**src/rtl/pcs_pkg.sv**
```systemverilog
// Package for the pilot command shaper: payload structs, register indexes,
// fixed-point constants. Used by every module in rtl/.
package pcs_pkg;

  localparam int FracBits    = 14;
  localparam int LagW        = 24;
  localparam int DivW        = 48;
  localparam logic signed [15:0] OneQ = 16'sd16384;

  // rate*dt/1e6 rounded: add half of 1e6, drop 6 bits (1e6 = 64 * 15625),
  // then multiply by ceil(2^45/15625) and drop 45 bits. Exact for any
  // 20-bit rate and 16-bit dt.
  localparam logic [DivW-1:0] RateBias  = DivW'(500000);
  localparam logic [32:0]     RateRecip = 33'd2251799814;
  localparam int              RateShift = 45;

  localparam logic [1:0] RegExpo     = 2'd0;
  localparam logic [1:0] RegLag      = 2'd1;
  localparam logic [1:0] RegRate     = 2'd2;
  localparam logic [1:0] RegDeadband = 2'd3;

  typedef struct packed {
    logic signed [15:0] roll_stick;
    logic signed [15:0] pitch_stick;
    logic signed [15:0] yaw_stick;
    logic signed [15:0] roll_trim;
    logic signed [15:0] pitch_trim;
    logic signed [15:0] yaw_trim;
    logic        [15:0] time_step;
  } pcs_in_t;

  typedef struct packed {
    logic signed [15:0] roll_raw;
    logic signed [15:0] pitch_raw;
    logic signed [15:0] yaw_raw;
    logic signed [15:0] roll_command;
    logic signed [15:0] pitch_command;
    logic signed [15:0] yaw_command;
    logic               roll_pitch_centered;
    logic               pitch_centered;
    logic               input_error;
  } pcs_out_t;

  // Request/response between sequencer and divider.
  typedef struct packed {
    logic            start;
    logic            neg;
    logic [DivW-1:0] mag;
    logic [DivW-1:0] den;
  } pcs_div_req_t;

  typedef struct packed {
    logic            done;
    logic [DivW-1:0] quo;
  } pcs_div_rsp_t;

endpackage

```
**src/rtl/pcs_divider.sv**
```systemverilog
// Radix-2 restoring divider, round to nearest with ties away from zero.
// Depends on pcs_pkg. One quotient bit per cycle.
module pcs_divider
  import pcs_pkg::*;
(
  input  logic         clk_i,
  input  logic         rst_ni,
  input  pcs_div_req_t req_i,
  output pcs_div_rsp_t rsp_o
);

  logic [DivW-1:0] rem_q, rem_d, quo_q, quo_d, den_q, den_d;
  logic [$clog2(DivW+1)-1:0] cnt_q, cnt_d;
  logic busy_q, busy_d, neg_q, neg_d, done_q, done_d;
  logic [DivW:0] trial;

  always_comb begin
    rem_d = rem_q; quo_d = quo_q; den_d = den_q; cnt_d = cnt_q;
    busy_d = busy_q; neg_d = neg_q; done_d = 1'b0;
    trial = '0;
    if (req_i.start) begin
      // Bias by den/2 so truncation rounds half away from zero.
      quo_d  = req_i.mag + (req_i.den >> 1);
      rem_d  = '0;
      den_d  = req_i.den;
      neg_d  = req_i.neg;
      cnt_d  = '0;
      busy_d = 1'b1;
    end else if (busy_q) begin
      trial = {rem_q, quo_q[DivW-1]} - {1'b0, den_q};
      if (!trial[DivW]) begin
        rem_d = trial[DivW-1:0];
        quo_d = {quo_q[DivW-2:0], 1'b1};
      end else begin
        rem_d = {rem_q[DivW-2:0], quo_q[DivW-1]};
        quo_d = {quo_q[DivW-2:0], 1'b0};
      end
      cnt_d = cnt_q + 1'b1;
      if (cnt_q == ($clog2(DivW+1))'(DivW-1)) begin
        busy_d = 1'b0;
        done_d = 1'b1;
        if (neg_q) quo_d = -quo_d;
      end
    end
  end

  always_ff @(posedge clk_i or negedge rst_ni) begin
    if (!rst_ni) begin
      busy_q <= 1'b0; done_q <= 1'b0; cnt_q <= '0;
    end else begin
      busy_q <= busy_d; done_q <= done_d; cnt_q <= cnt_d;
    end
  end

  always_ff @(posedge clk_i) begin
    rem_q <= rem_d; quo_q <= quo_d; den_q <= den_d; neg_q <= neg_d;
  end

  assign rsp_o.done = done_q;
  assign rsp_o.quo  = quo_q;

endmodule

```
**config.mk**
```make
export PLATFORM = sky130hd
export DESIGN_NAME = pcs_divider
export DESIGN_NICKNAME = d
export VERILOG_FILES = /design/src/rtl/pcs_pkg.sv /design/src/rtl/pcs_divider.sv
export SDC_FILE = /design/constraint.sdc
export NUM_CORES = 1
export LEC_CHECK = 0
export ABC_AREA = 0
export BUFFER_PORTS_ARGS = -buffer_cell sky130_fd_sc_hd__buf_2
export CORE_MARGIN = 10
export CORE_UTILIZATION = 54
export DETAILED_ROUTE_END_ITERATION = 10
export GPL_TIMING_DRIVEN = 0
export PLACE_DENSITY = 0.78
export SLEW_MARGIN = 40
export SYNTH_ARGS = -nofsm -noshare
export SYNTH_HDL_FRONTEND = slang
export SYNTH_SLANG_ARGS = --single-unit
```
**constraint.sdc**
```tcl
create_clock -name clk_i -period 5.4 [get_ports clk_i]
set_input_delay 0.54 -clock clk_i [delete_from_list [all_inputs] [get_ports clk_i]]
set_output_delay 0.54 -clock clk_i [all_outputs]
set_load 0.01 [all_outputs]
```
# Yosys cells after proc, flatten, opt, wreduce, memory -nomap -nowiden
# Cells that the tools add are included.
[op_classes]
addsub = 4
eq_ne = 1
mux = 16
n_reduce_logical = 1
[op_table]
columns = ["operator", "n"]
rows = [
  ["$mux 48", 7],
  ["$sub 49x48->49", 1],
  ["$add 48x47->48", 1],
  ["$neg 48->48", 1],
  ["$mux 6", 2],
  ["$mux 1", 7],
  ["$add 6x1->6 const B", 1],
  ["$eq 6x6->1 const B", 1],
  ["$reduce_bool 2->1", 1],
]
[totals]
register_bits = 153
input_bits = 100
out_inout_bits = 49
wordCells = 29

# Longest topological paths before layout
# Gate-level depths: netlist (run 1).
[logic_depth]
ltp_word = 9
mapped_depth = 21
mapped_depth_nobuf = 19

# Worst setup path before layout (run 1)
# OpenSTA, ideal clock, no wires.
[synth_timing]
kind = "register -> register"
startpoint = "reg den_q[18]"
endpoint = "reg quo_q[32] (data pin)"
setup_time_ps = 267
arrival_time_ps = 4761
required_ps = 5133
slack_ps = 372
stages_incl_launch_ff = 22
n_path_buf = 3
synth_period_minus_slack_ps = 5028
cell_sequence = "edfxtp_1 -> inv_1 -> ha_1 -> clkbuf_1 -> a21oi_1 -> a21oi_1 -> o41a_1 -> a221o_1 -> a31oi_1 -> a21boi_0 -> nor2_1 -> inv_1 -> clkbuf_1 -> clkbuf_1 -> ha_1 -> nand3b_1 -> or4_1 -> or2_1 -> o31ai_2 -> o21a_1 -> xor2_1 -> o21ai_0"
[synth_between]
elab_chain_cells = 9
[synth_rtl]
columns = ["element", "line", "source"]
rows = [
  ["start: declaration", "pcs_divider.sv:12", "logic [DivW-1:0] rem_q, rem_d, quo_q, quo_d, den_q, den_d;"],
  ["start signal: assignment", "pcs_divider.sv:56", "rem_q <= rem_d; quo_q <= quo_d; den_q <= den_d; neg_q <= neg_d;"],
  ["$sub 49x48->49", "pcs_divider.sv:30", "trial = {rem_q, quo_q[DivW-1]} - {1'b0, den_q};"],
  ["$mux 1", "pcs_divider.sv:31", "if (!trial[DivW]) begin"],
  ["$mux 48", "pcs_divider.sv:29", "end else if (busy_q) begin"],
  ["$mux 48", "pcs_divider.sv:21", "if (req_i.start) begin"],
  ["$neg 48->48", "pcs_divider.sv:42", "if (neg_q) quo_d = -quo_d;"],
  ["$mux 48", "pcs_divider.sv:42", ""],
  ["$mux 48", "pcs_divider.sv:39", "if (cnt_q == ($clog2(DivW+1))'(DivW-1)) begin"],
  ["$mux 48", "pcs_divider.sv:29", ""],
  ["$mux 48", "pcs_divider.sv:21", ""],
  ["via quo_d[32]", "pcs_divider.sv:12", ""],
  ["end signal: assignment", "pcs_divider.sv:56", ""],
  ["end: declaration", "pcs_divider.sv:12", ""],
]
# The timed path passes the listed nets, and every way through them passes these cells. The select of a mux whose other input is x is not followed.
# A chain may end at the register's enable or synchronous reset.

# Final worst setup path (run 1)
[layout_timing]
startpoint = "reg quo_q[47]"
endpoint = "reg quo_q[32] (data pin)"
[layout_between]
elab_chain_cells = 9
[layout_rtl]
columns = ["element", "line"]
rows = [
  ["$sub 49x48->49", "pcs_divider.sv:30"],
  ["$mux 1", "pcs_divider.sv:31"],
  ["$mux 48", "pcs_divider.sv:29"],
  ["$mux 48", "pcs_divider.sv:21"],
  ["$neg 48->48", "pcs_divider.sv:42"],
  ["$mux 48", "pcs_divider.sv:42"],
  ["$mux 48", "pcs_divider.sv:39"],
  ["$mux 48", "pcs_divider.sv:29"],
  ["$mux 48", "pcs_divider.sv:21"],
  ["via quo_d[32]", "pcs_divider.sv:12"],
]
# The timed path passes the listed nets, and every way through them passes these cells. The select of a mux whose other input is x is not followed.

==> impl_results.md, run 1 <==
- Port-buffer cells: 148
- Layout cells sized above 1: between 10% and 20%
- Vias per std cell: 6.14
- DR WL/cell: 19.8 um
- Crit-path max FO: 10
- Depth of the CTS H-tree: 4
- Filler cells: 1877
- Layout area overhead: 15.3%
- Hold crit path type: primary input to flip-flop
- Worst EP required: between 5 and 6 ns
- Prevailing post-synth register cell: edfxtp_1
- Final-report hold violation count: 0
- Post-detail-place hpwl: 28400 um
- Final Skew: between 0.01 and 0.015 ns
- Post-synthesis register bit count: 153
- Flop pwr share: 33.8%
- Switching pwr: 2.00 mW
- Drt drc: 0
- WL final: 36600 um
- Ports: between 100 and 150
- Gate Count Post-Synth: 1380
- GRT overflow: 0
- DP Area: ~13000 um2
- Cell variety after synth: 69
- Max frequency: between 150 and 200 MHz
- Final hold slack: 0.283 ns
- Antenna diodes: 0
- Total power: 5.12 mW
- Status: finished clean
- Pre-antenna DRT Iters: 6
- Largest net degree at the start of global routing: 51
- Yosys warning count: 0
- Initial Util: roughly 55%
- Clk network pwr share: 25.0%
- Die area: 28700 um2
- CTS Sinks: around 150
- Total of max-cap violations: 0
- Initial antenna violation count: 0
- Nets: 1751
- Initial drt markers: 1025
- Post-DRT Antenna Nets: 0
- Die width: 169 um
- Post-route insts no fill: 1845
- Switch share: just under 40%
- Fin. max-slew vios: 0
- Inserted Clock Buffers: 17
- Seq. cell area: 4070 um2
- Clock latency on the worst-skew pair: roughly 0.43 ns
- Max transition margin: 45.4%
- GP Congestion: 0.975
- Clk slew on worst S/H paths: 0.06 ns
- Pwr per Cell Area: roughly 370 nW/um2
- First-pass GRT wire length: 57800 um
- Ys async rst share: 5.23%
- RSZ-0062 raised after global routing: no
- Setup-failing EPs final: 0
- Setup crit start kind: flip-flop
- Combinational power share: 41.2%
- Mapped Avg Cell Area: 8.73 um2
- Clock tree buffer depth: 2
- Gr usage total: 24.8%
- Clock root buffer: clkbuf_16
- Final min period: 5.25 ns
- Critical Path End Type: flip-flop
- Mapped Nets: ~1.6k
- Final period utilization: 97.2%
- Critical path class: flip-flop to flip-flop
- Final instance area: 13900 um2
- Post-synth EDFFs: 97
- Core footprint: 21900 um2
- Post-synthesis sequential area ratio: 33.8%
- Die Y: 169 um
- Synthesized cell area: approximately 12000 um2
- Pleak: between 6 and 7 nW
- Least-Margin Pin Slew: 0.819 ns
- Placed cell count: roughly 1.8k
- Multi-input gate area: 7520 um2
- Peak supply drop: about 0.00022 V
- CTS tree: built
- Core Rows: 54
- Via count: 11.3k
- Crit path DAT: 5.40 ns
- Vias in the first global route: 11.0k
- Int Pwr: 3.12 mW
==> area by class of cell <==
cell class	count	area share, %
multi-input cells	1094	54.2
flip-flops and latches	153	29.3
repair buffers	155	5.84
clock buffers	21	3.17
well taps	280	2.52
inverters	74	2.02
plain buffers	57	1.72
clock inverters	11	1.24
==> path summary, 6_finish.rpt <==
| kind | startpoint | endpoint | slack, ns | cells after the start |
|---|---|---|---|---|
| worst max-delay path | quo_q[47] | quo_q[32] | 0.15 | 20 |
| worst min-delay path | req_i[0] | den_q[0] | 0.28 | 1 |
| worst max register to register | quo_q[47] | quo_q[32] | 0.15 | 20 |
| worst min register to register | rem_q[31] | rem_q[31] | 0.49 | 2 |
| max in group asynchronous | rst_ni | cnt_q[1] | 4.76 | 2 |
| min in group asynchronous | rst_ni | done_q | 0.48 | 2 |
==> worst max-delay path: stages, from the launching register on <==
cell      delay (ns)
edfxtp_1        0.53
inv_1           0.10
ha_1            0.18
fa_1            0.23
nor2b_1         0.08
o31a_1          0.29
o22ai_2         0.37
o21ai_4         0.13
a31oi_2         0.28
a21boi_2        0.26
nor2_2          0.13
inv_2           0.11
clkbuf_4        0.27
ha_1            0.25
nand3b_1        0.23
or4_1           0.57
or2_1           0.27
o31ai_2         0.27
o21a_1          0.18
xor2_1          0.13
o21ai_0         0.09
==> power groups by stage <==
stage	registers, mW	logic [mW]	clock network, mW
global route	1.75	2.33	1.34
CTS	1.72	2.06	1.28
global placement	1.74	1.98	0
detailed placement	1.74	2.02	0
finish	1.73	2.11	1.28
floorplan	1.71	1.44	0
==> synthesized netlist by cell type (all sizes together) (4+ instances only) <==
cell	count	area share (%)
a221oi	4	0.29
dfrtp	8	1.7
nor2	126	3.9
nand2	131	4.1
and3	8	0.42
o21ai	81	3.4
o211ai	13	0.81
o31a	4	0.29
a21o	57	3.6
or3	9	0.51
buf	8	0.43
and2	6	0.31
o31ai	19	1.2
nand4	17	0.88
nand2b	20	1.0
a2111oi	4	0.29
nor4	5	0.26
o21bai	15	0.93
or2	6	0.31
a211oi	18	1.1
a311oi	27	2.0
a21boi	6	0.37
inv	74	2.3
o41ai	10	0.73
a32oi	5	0.36
o21a	13	0.81
a21oi	120	5.0
nand3	18	0.75
or4	13	0.93
ha	97	10
xnor2	77	5.6
nor3	19	0.79
a31oi	12	0.62
mux2i	31	2.6
clkbuf	51	1.6
xor2	56	4.1
nor2b	8	0.42
edfxtp	97	24
dfxtp	48	8.0
==> cell families (layout without fill, tap and decap cells) <==
family | Yosys count | in the layout | share of synthesized area [%]
AND/OR/NAND/NOR | 395 | 395 | 15.3
multiplexers | 32 | 32 | 2.67
buffers and inverters | 133 | 318 | 4.32
flip-flops | 153 | 153 | 33.8
adder cells (fa/ha/maj) | 99 | 99 | 10.4
XOR/XNOR | 133 | 133 | 9.67
AO/OA/AOI/OAI | 435 | 435 | 23.8
==> metal layers <==
metal	wire length [um]	vias to the layer above	track usage, %
met4	1100	0	9.53
met2	17100	514	39.7
li1	-	5428	-
met5	0	-	0
met3	2620	78	4.08
met1	15800	5317	32.9
==> repair_timing <==
item                       4_1_cts  5_1_grt
setup buffers                    4        1
hold endpoints to repair         8        0
setup endpoints to repair       21        6
hold buffers                     1        0
gates cloned                     0        0
resized for setup                8        6
pin swaps                        0        1
==> through the flow <==
step	utilization, %	setup WS, ns	setup TNS [ns]
after floorplan	-	0.372	0
after global placement	60.0	-1.44	-15.62
after detailed placement	60.2	-1.54	-18.33
after CTS	63.3	0.0314	0
after global routing	63.5	0.00124	0
final	63.5	0.153	0
==> flip-flops by register name (all words and copies together) (netlist names) <==
| name | flops |
|---|---|
| busy_q | 1 |
| cnt_q | 6 |
| den_q | 48 |
| done_q | 1 |
| neg_q | 1 |
| quo_q | 48 |
| rem_q | 48 |
==> placed cells by master (no fill, tap or decap), types with 6 or more instances in the layout <==
| cell | Yosys | layout |
|---|---|---|
| buf_2 | 2 | 149 |
| nand2_1 | 131 | 131 |
| nor2_1 | 126 | 124 |
| a21oi_1 | 120 | 118 |
| ha_1 | 97 | 97 |
| edfxtp_1 | 97 | 97 |
| o21ai_0 | 78 | 78 |
| xnor2_1 | 77 | 77 |
| inv_1 | 74 | 72 |
| a21o_1 | 57 | 57 |
| xor2_1 | 56 | 56 |
| clkbuf_1 | 51 | 52 |
| dfxtp_1 | 48 | 48 |
| mux2i_1 | 31 | 31 |
| a311oi_1 | 27 | 27 |
| nand2b_1 | 20 | 20 |
| nor3_1 | 19 | 19 |
| nand3_1 | 18 | 18 |
| a211oi_1 | 18 | 18 |
| o31ai_1 | 18 | 18 |
| nand4_1 | 17 | 17 |
| clkbuf_16 | 0 | 17 |
| o21bai_1 | 15 | 15 |
| o21a_1 | 13 | 13 |
| o211ai_1 | 13 | 13 |
| a31oi_1 | 12 | 11 |
| or4_1 | 9 | 9 |
| nor2b_1 | 8 | 8 |
| and3_1 | 8 | 8 |
| or3_1 | 8 | 8 |
| o41ai_1 | 10 | 8 |
| dfrtp_1 | 8 | 8 |
| buf_4 | 1 | 7 |
| and2_1 | 6 | 6 |
(Power assumes the default switching activity.)
==> inputs of run 2 (changes only) <==
- CORE_UTILIZATION: 54 -> 55
- PLACE_DENSITY: 0.78 -> 0.76
- clock period: 5.4 -> 6.7 ns (I/O delays scaled with it)
==> run 2 against run 1 <==
Net effect:
- combinational power decreased by 21%
- fmax decreased by 15%
- die area decreased by 1.6%
- worst hold slack got worse by 0.21 ns
- clock skew increased by 0.00060 ns
==> impl_results.md, run 2 (synthesis gave the netlist of run 1 again) <==
- Ports: 149 (unchanged)
- Antenna diodes: 0 (unchanged)
- Largest net degree at the start of global routing: 51 (unchanged)
- Peak supply drop: 0.000148 V (-33%)
- Total of max-cap violations: 0 (unchanged)
- Core Rows: 54 (unchanged)
- Clock tree buffer depth: 2 (unchanged)
- Final min period: 6.21 ns (+0.960 ns)
- DP Area: 13200 um2 (unchanged)
- Clock root buffer: clkbuf_16
- Cell Chain, Critical Path: inv_1 -> ha_1 -> fa_1 -> nor2b_1 -> o31a_1 -> o22ai_2 -> o21ai_1 -> a31oi_1 -> a21oi_1 -> nor2_1 -> inv_1 -> clkbuf_2 -> ha_1 -> nand3b_1 -> or4_1 -> or2_1 -> o31ai_2 -> o21a_1 -> xor2_1 -> o21ai_0
- Pwr per Cell Area: 295 nW/um2 (-20%)
- Post-DRT Antenna Nets: 0 (unchanged)
- Final hold slack: 0.0717 ns (-0.211 ns)
- Port-buffer cells: 148 (unchanged)
- CTS tree: built
- Critical Path End Type: flip-flop
- Crit path DAT: 6.36 ns (+0.96 ns)
- Vias per std cell: 6.10 (-0.75%)
- Die width: 168 um (-0.81%)
- Vias in the first global route: 10.9k (-1.4%)
- Drt drc: 0 (unchanged)
- WL final: 36500 um (-0.19%)
- Final period utilization: 92.6% (-4.5 points)
- Setup TNS: 0 ns (unchanged)
- Critical path class: flip-flop to flip-flop
- Depth of the CTS H-tree: 4 (unchanged)
- Hold crit path type: primary input to async pin
- Max transition margin: 46.0% (+0.65 points)
- Hold_buf cts: 0 (-1)
- Setup-failing EPs final: 0 (unchanged)
- Clk slew on worst S/H paths: 0.07 ns (about the same)
- Gr usage total: 25.1% (+0.27 points)
- Worst Slack Setup Final: 0.493 ns (+0.340 ns)
- Via count: 11.2k (-1.0%)
- Final-report hold violation count: 0 (unchanged)
- Initial drt markers: 996 (-2.8%)
- Post-detail-place hpwl: 28500 um (+0.48%)
- Core footprint: 21700 um2 (-0.93%)
- CP max stage cell: or4_1
- Initial antenna violation count: 0 (unchanged)
- RSZ-0062 raised after global routing: no
- GP Congestion: 0.947 (-2.9%)
- Final instance area: 13800 um2 (-0.71%)
- Fin. max-slew vios: 0 (unchanged)
- DR WL/cell: 19.8 um (about the same)
- Final Skew: 0.0124 ns (+0.000599 ns)
- Die area: 28200 um2 (-1.6%)
- Worst EP required: 6.85 ns (+1.30 ns)
- Clock latency on the worst-skew pair: 0.43 ns (about the same)
- Filler cells: 1848 (-1.5%)
- Inserted Clock Buffers: 17 (unchanged)
- Initial Util: 55.6% (+0.51 points)
- Crit-path max FO: 12 (+2)
- Final Util: 63.6% (+0.14 points)
- GRT overflow: 0 (unchanged)
- Status: finished clean
- Most frequent cells in the layout: buf_2, nand2_1, nor2_1
- Max frequency: 161 MHz (-15%)
- Pre-antenna DRT Iters: 6 (unchanged)
- Pleak: 6.04 nW (-0.21%)
- CP peak stage delay: 0.62 ns (+0.05 ns)
- Layout cells sized above 1: 13.3% (-0.66 points)
- Least-Margin Pin Slew: 0.810 ns (-0.00977 ns)
- Nets: 1746 (-0.29%)
- Top Registers: den_q: 48 flops, quo_q: 48 flops, rem_q: 48 flops
- Die Y: 168 um (-0.81%)
- CTS Sinks: 153 (unchanged)
- Setup crit start kind: flip-flop
- Most common cell after layout, fill and taps aside: buf_2
- Layout area overhead: 14.4%
- First-pass GRT wire length: 58000 um (+0.30%)
- Pre-CTS setup slack: -0.116 ns (+1.43 ns)
[run 2: cell types whose count changed in the layout (fill, tap and decap cells not counted), moves of 2 or more]
cell / delta
clkinvlp_4: -4
clkbuf_4: +2
a21oi_1: +2
a21oi_2: -2
clkbuf_16: +3
buf_4: -5
bufinv_16: -3
[run 2: repair_timing]
item                                   in CTS  in global routing
pin swaps                                   0                  0
buffers inserted                            0                  0
endpoints found under the hold margin       0                  0
setup endpoints to repair                   2                  4
resized for setup                           2                  1
[run 2: stage by stage]
| step | instances | total power, mW |
|---|---|---|
| global route | 1840 | 4.30 |
| detailed placement | 1809 | 3.03 |
| CTS | 1841 | 4.03 |
| global placement | 1808 | 3.00 |
| finish | 1840 | 4.06 |
| floorplan | 1380 | 2.54 |
[run 2: cell type report]
type	instances	area, um2	share of cell area (%)
plain buffers	58	240	1.74
clock buffers	27	548	3.97
clock inverters	5	55.1	0.399
inverters	74	280	2.03
multi-input cells	1094	7480	54.2
flip-flops and latches	153	4070	29.5
well taps	280	350	2.54
repair buffers	149	763	5.53
[run 2: final timing paths]
path / from / endpoint / slack [ns] / cells past startpoint
min in group clk_i: req_i[0] / den_q[0] / 0.43 / 1
hold reg to reg: rem_q[31] / rem_q[31] / 0.50 / 2
hold / removal: rst_ni / cnt_q[5] / 0.07 / 1
max in group asynchronous: rst_ni / cnt_q[1] / 6.46 / 1
setup / recovery: quo_q[47] / quo_q[32] / 0.49 / 20
setup reg to reg: quo_q[47] / quo_q[32] / 0.49 / 20
[run 2: worst max-delay path, delay by kind of cell, from the launching register on]
family | cells | cell delay [ns]
compound gates | 8 | 1.76
fa+ha+maj | 3 | 0.92
buf+inv | 3 | 0.93
xor+xnor | 1 | 0.15
simple gates | 5 | 1.64
flops | 1 | 0.54
[run 2: metal layers]
| layer | vias up | wire [um] | part of all wire, % | GRT usage (%) |
|---|---|---|---|---|
| li1 | 5406 | - | - | - |
| met1 | 5284 | 15800 | 43 | 33.0 |
| met2 | 476 | 17200 | 47 | 41.1 |
| met3 | 56 | 2610 | 7.2 | 4.10 |
| met4 | 0 | 878 | 2.4 | 7.87 |
| met5 | - | 0 | 0 | 0 |
[run 2: where the power goes]
| group | switching (mW) | internal (mW) |
|---|---|---|
| sequential | 0.191 | 1.20 |
| clock | 0.401 | 0.601 |
| combinational | 0.991 | 0.676 |
